==> config.mk <==
export PLATFORM = sky130hd
export DESIGN_NAME = utf8_stream_decoder
export DESIGN_NICKNAME = d
export VERILOG_FILES = /design/src/sv/utf8d_pkg.sv /design/src/sv/utf8d_decode.sv /design/src/sv/utf8d_result_queue.sv /design/src/sv/utf8_stream_decoder.sv
export SDC_FILE = /design/constraint.sdc
export NUM_CORES = 1
export LEC_CHECK = 0
export BUFFER_PORTS_ARGS = -buffer_cell sky130_fd_sc_hd__buf_2
export CORE_UTILIZATION = 30
export DETAILED_ROUTE_END_ITERATION = 6
export PLACE_DENSITY = 0.43
export SLEW_MARGIN = 25
export SYNTH_ARGS = -nofsm -noshare
export SYNTH_HDL_FRONTEND = slang
export SYNTH_HIERARCHICAL = 1
export SYNTH_SLANG_ARGS = --single-unit
==> constraint.sdc <==
create_clock -name aclk -period 10.8 [get_ports aclk]
set_input_delay 2.16 -clock aclk [delete_from_list [all_inputs] [get_ports aclk]]
set_output_delay 2.16 -clock aclk [all_outputs]
set_load 0.1 [all_outputs]
==> src/sv/utf8d_pkg.sv <==
// ============================================================================
// UTF-8 stream decoder package
// Types and byte-class constants shared by the decoder modules.
// ============================================================================
`timescale 1ns / 1ps
`default_nettype none

package utf8d_pkg;

    localparam int unsigned MAX_RESULTS = 3;
    localparam int unsigned CP_W        = 21;

    typedef enum logic [1:0] {
        MODE_IDLE    = 2'd0,
        MODE_COLLECT = 2'd1,
        MODE_SKIP    = 2'd2
    } mode_t;

    typedef enum logic [1:0] {
        ST_VALID   = 2'd0,
        ST_INVALID = 2'd1,
        ST_END     = 2'd2
    } status_t;

    // Byte classes.
    localparam logic [7:0] LEAD2_MAX  = 8'hDF;
    localparam logic [7:0] LEAD3_MAX  = 8'hEF;
    localparam logic [7:0] LEAD4_MAX  = 8'hF4;
    localparam logic [7:0] STRAY_MAX  = 8'hC1;
    localparam logic [7:0] RESYNC_MIN = 8'hC0;
    localparam logic [7:0] RESYNC_MAX = 8'hFD;

    // Smallest legal value for each trail count, and the top of the code space.
    localparam logic [CP_W-1:0] MIN_CP_LEN1 = 21'h00080;
    localparam logic [CP_W-1:0] MIN_CP_LEN2 = 21'h00800;
    localparam logic [CP_W-1:0] MIN_CP_LEN3 = 21'h10000;
    localparam logic [CP_W-1:0] CP_MAX      = 21'h10FFFF;

    typedef struct packed {
        mode_t           mode;
        logic [1:0]      remaining;
        logic [1:0]      seq_len;
        logic [CP_W-1:0] acc;
    } dec_state_t;

    typedef struct packed {
        logic [CP_W-1:0] code_point;
        status_t         status;
        logic            last;
    } result_t;

    typedef struct packed {
        result_t [MAX_RESULTS-1:0] entry;
        logic [1:0]                count;
    } res_list_t;

endpackage

`default_nettype wire

==> src/sv/utf8d_decode.sv <==
// ============================================================================
// UTF-8 byte decode step
// Combinational next state and result list for one byte against the state.
// ============================================================================
`timescale 1ns / 1ps
`default_nettype none

module utf8d_decode
    import utf8d_pkg::*;
(
    input  dec_state_t state,
    input  logic [7:0] data_byte,
    input  logic       end_of_string,
    output dec_state_t state_next,
    output res_list_t  results
);

    mode_t           mode;
    logic            is_trail;
    logic [CP_W-1:0] acc_shift;
    logic [1:0]      rem_dec;
    logic [CP_W-1:0] min_cp;
    logic            bad_cp;
    logic            collect_trail;
    logic            collect_break;
    logic            resync;
    logic            go_examine;
    logic            is_single;
    logic            is_stray;
    logic            is_lead;
    logic            a_valid;
    logic            a_ok;
    logic            b_valid;
    logic            b_ok;
    result_t         res_a;
    result_t         res_b;
    result_t         res_end;

    // An unused mode code behaves as idle.
    assign mode = (state.mode == MODE_COLLECT || state.mode == MODE_SKIP) ?
                  state.mode : MODE_IDLE;

    assign is_trail  = (data_byte[7:6] == 2'b10);
    assign acc_shift = {state.acc[CP_W-7:0], data_byte[5:0]};
    assign rem_dec   = state.remaining - 2'd1;

    always_comb begin
        unique case (state.seq_len)
            2'd1:    min_cp = MIN_CP_LEN1;
            2'd2:    min_cp = MIN_CP_LEN2;
            default: min_cp = MIN_CP_LEN3;
        endcase
    end

    assign bad_cp        = (acc_shift < min_cp) || (acc_shift > CP_MAX);
    assign collect_trail = (mode == MODE_COLLECT) && is_trail;
    assign collect_break = (mode == MODE_COLLECT) && !is_trail;
    assign resync        = !data_byte[7] ||
                           (data_byte >= RESYNC_MIN && data_byte <= RESYNC_MAX);

    // A breaking byte is looked at again in skip mode.
    assign go_examine = !collect_trail &&
                        (!((mode == MODE_SKIP) || collect_break) || resync);

    assign is_single = !data_byte[7];
    assign is_stray  = data_byte[7] && (data_byte <= STRAY_MAX || data_byte > LEAD4_MAX);
    assign is_lead   = data_byte[7] && !is_stray;

    // Next state.
    always_comb begin
        state_next = state;
        state_next.mode = mode;
        if (collect_trail) begin
            state_next.acc       = acc_shift;
            state_next.remaining = rem_dec;
            if (rem_dec == 2'd0) begin
                state_next.mode = bad_cp ? MODE_SKIP : MODE_IDLE;
            end else if (end_of_string) begin
                state_next.mode = MODE_SKIP;
            end
        end
        if (collect_break) begin
            state_next.mode = MODE_SKIP;
        end
        if (go_examine) begin
            priority if (is_single) begin
                state_next.mode = MODE_IDLE;
            end else if (is_stray) begin
                state_next.mode = MODE_SKIP;
            end else begin
                state_next.mode = MODE_COLLECT;
                priority if (data_byte <= LEAD2_MAX) begin
                    state_next.acc     = {16'd0, data_byte[4:0]};
                    state_next.seq_len = 2'd1;
                end else if (data_byte <= LEAD3_MAX) begin
                    state_next.acc     = {17'd0, data_byte[3:0]};
                    state_next.seq_len = 2'd2;
                end else begin
                    state_next.acc     = {18'd0, data_byte[2:0]};
                    state_next.seq_len = 2'd3;
                end
                state_next.remaining = state_next.seq_len;
            end
        end
        if (end_of_string) begin
            state_next.mode      = MODE_IDLE;
            state_next.remaining = 2'd0;
            state_next.seq_len   = 2'd0;
            state_next.acc       = '0;
        end
    end

    // Results: one from the open sequence, one from the byte itself, then the end mark.
    assign a_valid = collect_break ||
                     (collect_trail && (rem_dec == 2'd0 || end_of_string));
    assign a_ok    = collect_trail && (rem_dec == 2'd0) && !bad_cp;
    assign b_valid = go_examine && (is_single || is_stray || (is_lead && end_of_string));
    assign b_ok    = go_examine && is_single;

    always_comb begin
        res_a.code_point = a_ok ? acc_shift : '0;
        res_a.status     = a_ok ? ST_VALID : ST_INVALID;
        res_a.last       = 1'b0;
        res_b.code_point = b_ok ? {13'd0, data_byte} : '0;
        res_b.status     = b_ok ? ST_VALID : ST_INVALID;
        res_b.last       = 1'b0;
        res_end.code_point = '0;
        res_end.status     = ST_END;
        res_end.last       = 1'b0;

        results.count = {1'b0, a_valid} + {1'b0, b_valid} + {1'b0, end_of_string};
        results.entry[0] = a_valid ? res_a : (b_valid ? res_b : res_end);
        results.entry[1] = (a_valid && b_valid) ? res_b : res_end;
        results.entry[2] = res_end;
        for (int k = 0; k < MAX_RESULTS; k++) begin
            results.entry[k].last = (results.count == 2'(k + 1));
        end
    end

endmodule

`default_nettype wire

==> src/sv/utf8d_result_queue.sv <==
// ============================================================================
// UTF-8 decoder result queue
// Holds the results of one byte and hands them out one per request.
// ============================================================================
`timescale 1ns / 1ps
`default_nettype none

module utf8d_result_queue
    import utf8d_pkg::*;
(
    input  logic      aclk,
    input  logic      aresetn,
    input  logic      load,
    input  res_list_t load_list,
    input  logic      pop,
    output logic      free,
    output logic      head_valid,
    output result_t   head
);

    result_t [MAX_RESULTS-1:0] entry_reg;
    result_t [MAX_RESULTS-1:0] entry_next;
    logic [1:0]                count_reg;
    logic [1:0]                count_next;

    assign head_valid = (count_reg != 2'd0);
    assign head       = entry_reg[0];
    // Free for a new list once the last pending result leaves this cycle.
    assign free       = (count_reg == 2'd0) || ((count_reg == 2'd1) && pop);

    always_comb begin
        entry_next = entry_reg;
        count_next = count_reg;
        if (load) begin
            entry_next = load_list.entry;
            count_next = load_list.count;
        end else if (pop && head_valid) begin
            for (int k = 0; k < MAX_RESULTS - 1; k++) begin
                entry_next[k] = entry_reg[k + 1];
            end
            count_next = count_reg - 2'd1;
        end
    end

    always_ff @(posedge aclk) begin
        if (!aresetn) begin
            count_reg <= 2'd0;
        end else begin
            count_reg <= count_next;
        end
        entry_reg <= entry_next;
    end

endmodule

`default_nettype wire

==> src/sv/utf8_stream_decoder.sv <==
// ============================================================================
// UTF-8 stream decoder
// Decodes a byte stream into code points, invalid marks and end-of-string marks.
// ============================================================================
// One byte enters per request on the slave side; s_tlast marks the final byte
// of a string. Each byte gives zero to three results on the master side, in
// order: a result for the sequence it completes or breaks, a result for the
// byte itself, and an end mark after the final byte. m_tlast flags the last
// result of each byte. A byte with at most one result does not hold up the
// next byte while m_tready is high, so plain text streams at one byte per
// clock; a byte with more results keeps the next byte in the input register,
// as the queue gives one result per ready clock. Bytes that give no result
// (lead, middle trail and skipped bytes) pass even while the master side stalls.
// Overlong forms and values above 0x10FFFF are reported invalid; surrogates
// pass as valid. After an error, bytes are dropped until an ASCII byte or a
// byte in 0xC0..0xFD, which is then decoded afresh.
// ============================================================================
`timescale 1ns / 1ps
`default_nettype none

module utf8_stream_decoder
    import utf8d_pkg::*;
(
    input  logic        aclk,
    input  logic        aresetn,
    // Input byte stream.
    input  logic        s_tvalid,
    output logic        s_tready,
    input  logic [7:0]  s_tdata,   // [7:0] data_byte
    input  logic        s_tlast,   // end_of_string
    // Result stream.
    output logic        m_tvalid,
    input  logic        m_tready,
    output logic [23:0] m_tdata,   // [20:0] code_point, [23:21] zero
    output logic [1:0]  m_tuser,   // [1:0] status
    output logic        m_tlast    // last_result
);

    // Input register.
    logic       in_valid_reg;
    logic       in_valid_next;
    logic [7:0] in_byte_reg;
    logic [7:0] in_byte_next;
    logic       in_eos_reg;
    logic       in_eos_next;

    // Decoder state.
    dec_state_t state_reg;
    dec_state_t state_dec;
    dec_state_t state_next;

    res_list_t  results;
    result_t    head;
    logic       q_free;
    logic       consume;
    logic       load;

    utf8d_decode u_decode (
        .state         (state_reg),
        .data_byte     (in_byte_reg),
        .end_of_string (in_eos_reg),
        .state_next    (state_dec),
        .results       (results)
    );

    // A byte with no results never waits on the result queue.
    assign consume  = in_valid_reg && (q_free || (results.count == 2'd0));
    assign load     = consume && (results.count != 2'd0);
    assign s_tready = !in_valid_reg || consume;

    utf8d_result_queue u_queue (
        .aclk       (aclk),
        .aresetn    (aresetn),
        .load       (load),
        .load_list  (results),
        .pop        (m_tready),
        .free       (q_free),
        .head_valid (m_tvalid),
        .head       (head)
    );

    assign m_tdata = {3'd0, head.code_point};
    assign m_tuser = head.status;
    assign m_tlast = head.last;

    always_comb begin
        in_valid_next = in_valid_reg;
        in_byte_next  = in_byte_reg;
        in_eos_next   = in_eos_reg;
        if (s_tvalid && s_tready) begin
            in_valid_next = 1'b1;
            in_byte_next  = s_tdata;
            in_eos_next   = s_tlast;
        end else if (consume) begin
            in_valid_next = 1'b0;
        end
        state_next = consume ? state_dec : state_reg;
    end

    always_ff @(posedge aclk) begin
        if (!aresetn) begin
            in_valid_reg <= 1'b0;
            state_reg    <= '{mode: MODE_IDLE, remaining: 2'd0, seq_len: 2'd0, acc: '0};
        end else begin
            in_valid_reg <= in_valid_next;
            state_reg    <= state_next;
        end
        in_byte_reg <= in_byte_next;
        in_eos_reg  <= in_eos_next;
    end

endmodule

`default_nettype wire

==> impl_metrics.csv <==
group,metric,value,unit
run_status,outcome,"complete, no violations",
timing,timing.final.crit_share,48.8,%
worst_setup_path,r2r_end,"u_queue/entry_reg[45]",
worst_setup_path,crit_path_start_kind,"flop",
detailed_routing,drtAntennaViolNets,0,
cells_and_area,multi_input_area,0.00223,mm²
clock_network,clkSlewWorstSetupHoldPaths,0.07,ns
timing,setup_ws,5.53,ns
logic_synthesis,synth.avg_cell_area,12.1,µm²
clock_network,ctsResizeCount,0,
timing,hold_viol_final,0,
worst_hold_path,hp-class,"flop to flop",
clock_network,clock_latency,0.35,ns
floorplan,fp.dieArea,0.0198,mm²
detailed_routing,wl_per_cell,13.8,µm
detailed_routing,dr.pass1.iters,4,
grt,grt_pass1_vias,3082,
detailed_routing,drtIter0Drc,144,
cells_and_area,seq_area,0.00291,mm²
worst_setup_path,cp.arrival,3.11,ns
cells_and_area,nFillCells,1908,
grt,grt.overflow.total,0,
placed_design,io_buffers,38,
timing,setup_viol,0,
logic_synthesis,yosysWarnings,6,
power,ir_drop,0.0917,mV
detailed_routing,via_per_inst,4.28,
cells_and_area,largest_reg_flops,48,
job,cap_violations,0,
clock_network,cts.sinks,105,
worst_setup_path,path_max_fanout,6,
timing,worst_slew_pin_slew,0.748,ns
floorplan,dieHeight,141,µm
logic_synthesis,synth_cells,478,
cells_and_area,synthToLayoutAreaGrowth,4.23,%
placed_design,dp.cells,703,
clock_network,cts_root_buffer,"clkbuf_16",
placed_design,dp_hpwl,6.47,mm
clock_network,cts_max_level,3,
floorplan,die_w,141,µm
floorplan,num_rows,50,
placed_design,gp_congestion,0.761,
timing,whs,0.491,ns
detailed_routing,vias,3074,
worst_setup_path,cp_data_required_time,8.64,ns
cells_and_area,nets,501,
timing,drv_slew,0,
cells_and_area,drive_above_1_share,24.7,%
grt,antenna_found_initial,0,
detailed_routing,drt_wl_total,9.91,mm
power,power.leakage,2.24,nW
cells_and_area,n_antenna_cell,0,
clock_network,cts_hold_buffers,0,
timing,fin_skew,0.00956,ns
clock_network,cts_buffers,9,
timing,relSlewSlack,50.1,%
worst_setup_path,rr_worst_depth,13,
worst_hold_path,whs_endpoint,"state_reg[12]",
worst_setup_path,ff2ff_setup_slack,6.30,ns
worst_setup_path,cp-end-kind,"primary output",
floorplan,num_io_pins,42,
placed_design,post-place-ws,5.54,ns
clock_network,cts_tree,"done",
timing,finalCriticalPeriod,5.27,ns
logic_synthesis,syn_area,0.00577,mm²
grt,grt_use_total,10.8,%
power,total_power,1.23,mW
grt,grt_max_degree,49,
clock_network,cts_setup_buffers,0,
power,power_density,205,mW/mm²
timing,rsz0062_at_grt,"no",
detailed_routing,drc,0,
timing,clock.fmax,190,MHz
floorplan,initial_utilization,30.8,%
grt,grt_pass1_wl,16.3,mm
timing,finalSetupTns,0,ns
cells_and_area,final_cells,719,
worst_setup_path,r2r_start,"in_byte_reg[7]",
clock_network,clockBufferDepth,2,
floorplan,design.core.area,0.0188,mm²
worst_hold_path,hold_depth,2,
worst_hold_path,min_from,"state_reg[12]",
worst_setup_path,critical_path_class,"flop to primary output",
[how the worst max path moves through the flow]
stage | from | to | slack (ns) | depth (start not counted)
detailed placement | m_tready | s_tready | 5.54 | 5
global placement | m_tready | s_tready | 5.56 | 5
floorplan | m_tready | s_tready | 5.57 | 3
CTS | in_byte_reg[2] | s_tready | 5.51 | 10
finish | in_byte_reg[2] | s_tready | 5.53 | 10
global route | in_byte_reg[2] | s_tready | 5.37 | 10
[layout by cell type, fill, tap and decap left out, drive strengths merged, types with 8 or more instances in the layout]
cell	instances
inv	16
mux2i	24
conb	40
a21oi	18
nand2	73
nor2	13
dfxtp	24
ha	8
o21a	8
o21ai	10
mux2	48
buf	43
clkbuf	9
edfxtp	81
and2	22
[routing by layer]
metal	part of all wire, %	global-route usage, %	up-vias
li1	-	-	1550
met1	48	13.4	1480
met2	48	17.9	36
met3	2.0	1.80	8
met4	1.8	5.78	0
met5	0	0	-
[through the flow]
step                      cell area (µm²)  utilization (%)
after floorplan                      5910                -
after global placement               5710             30.4
after detailed placement             5710             30.4
after CTS                            6010             32.0
after global routing                 6020             32.1
final                                6020             32.1
[critical path, cell delays in order (launching register included)]
cell and delay (ns):
edfxtp_1 0.46, or4_4 0.58, o21bai_4 0.23, nor2_4 0.10
a32oi_4 0.26, ha_1 0.19, a21oi_1 0.07, inv_1 0.13
nor2_2 0.06, or3b_1 0.38, buf_2 0.31
[area by class of cell]
class / count / area share, %
clock buffers: 9 / 3.74
inverters: 14 / 0.874
well taps: 234 / 4.87
repair buffers: 43 / 3.79
flip-flops and latches: 105 / 48.4
multi-input cells: 307 / 37.0
clock inverters: 7 / 1.27
[power breakdown]
part / leakage (nW) / internal, mW / total [mW] / switching (mW)
clock: 0.149 / 0.182 / 0.335 / 0.153
combinational: 1.13 / 0.0960 / 0.364 / 0.268
sequential: 0.959 / 0.515 / 0.535 / 0.0205
total: 2.24 / 0.793 / 1.23 / 0.442
Power figures use the tool's default switching activity.
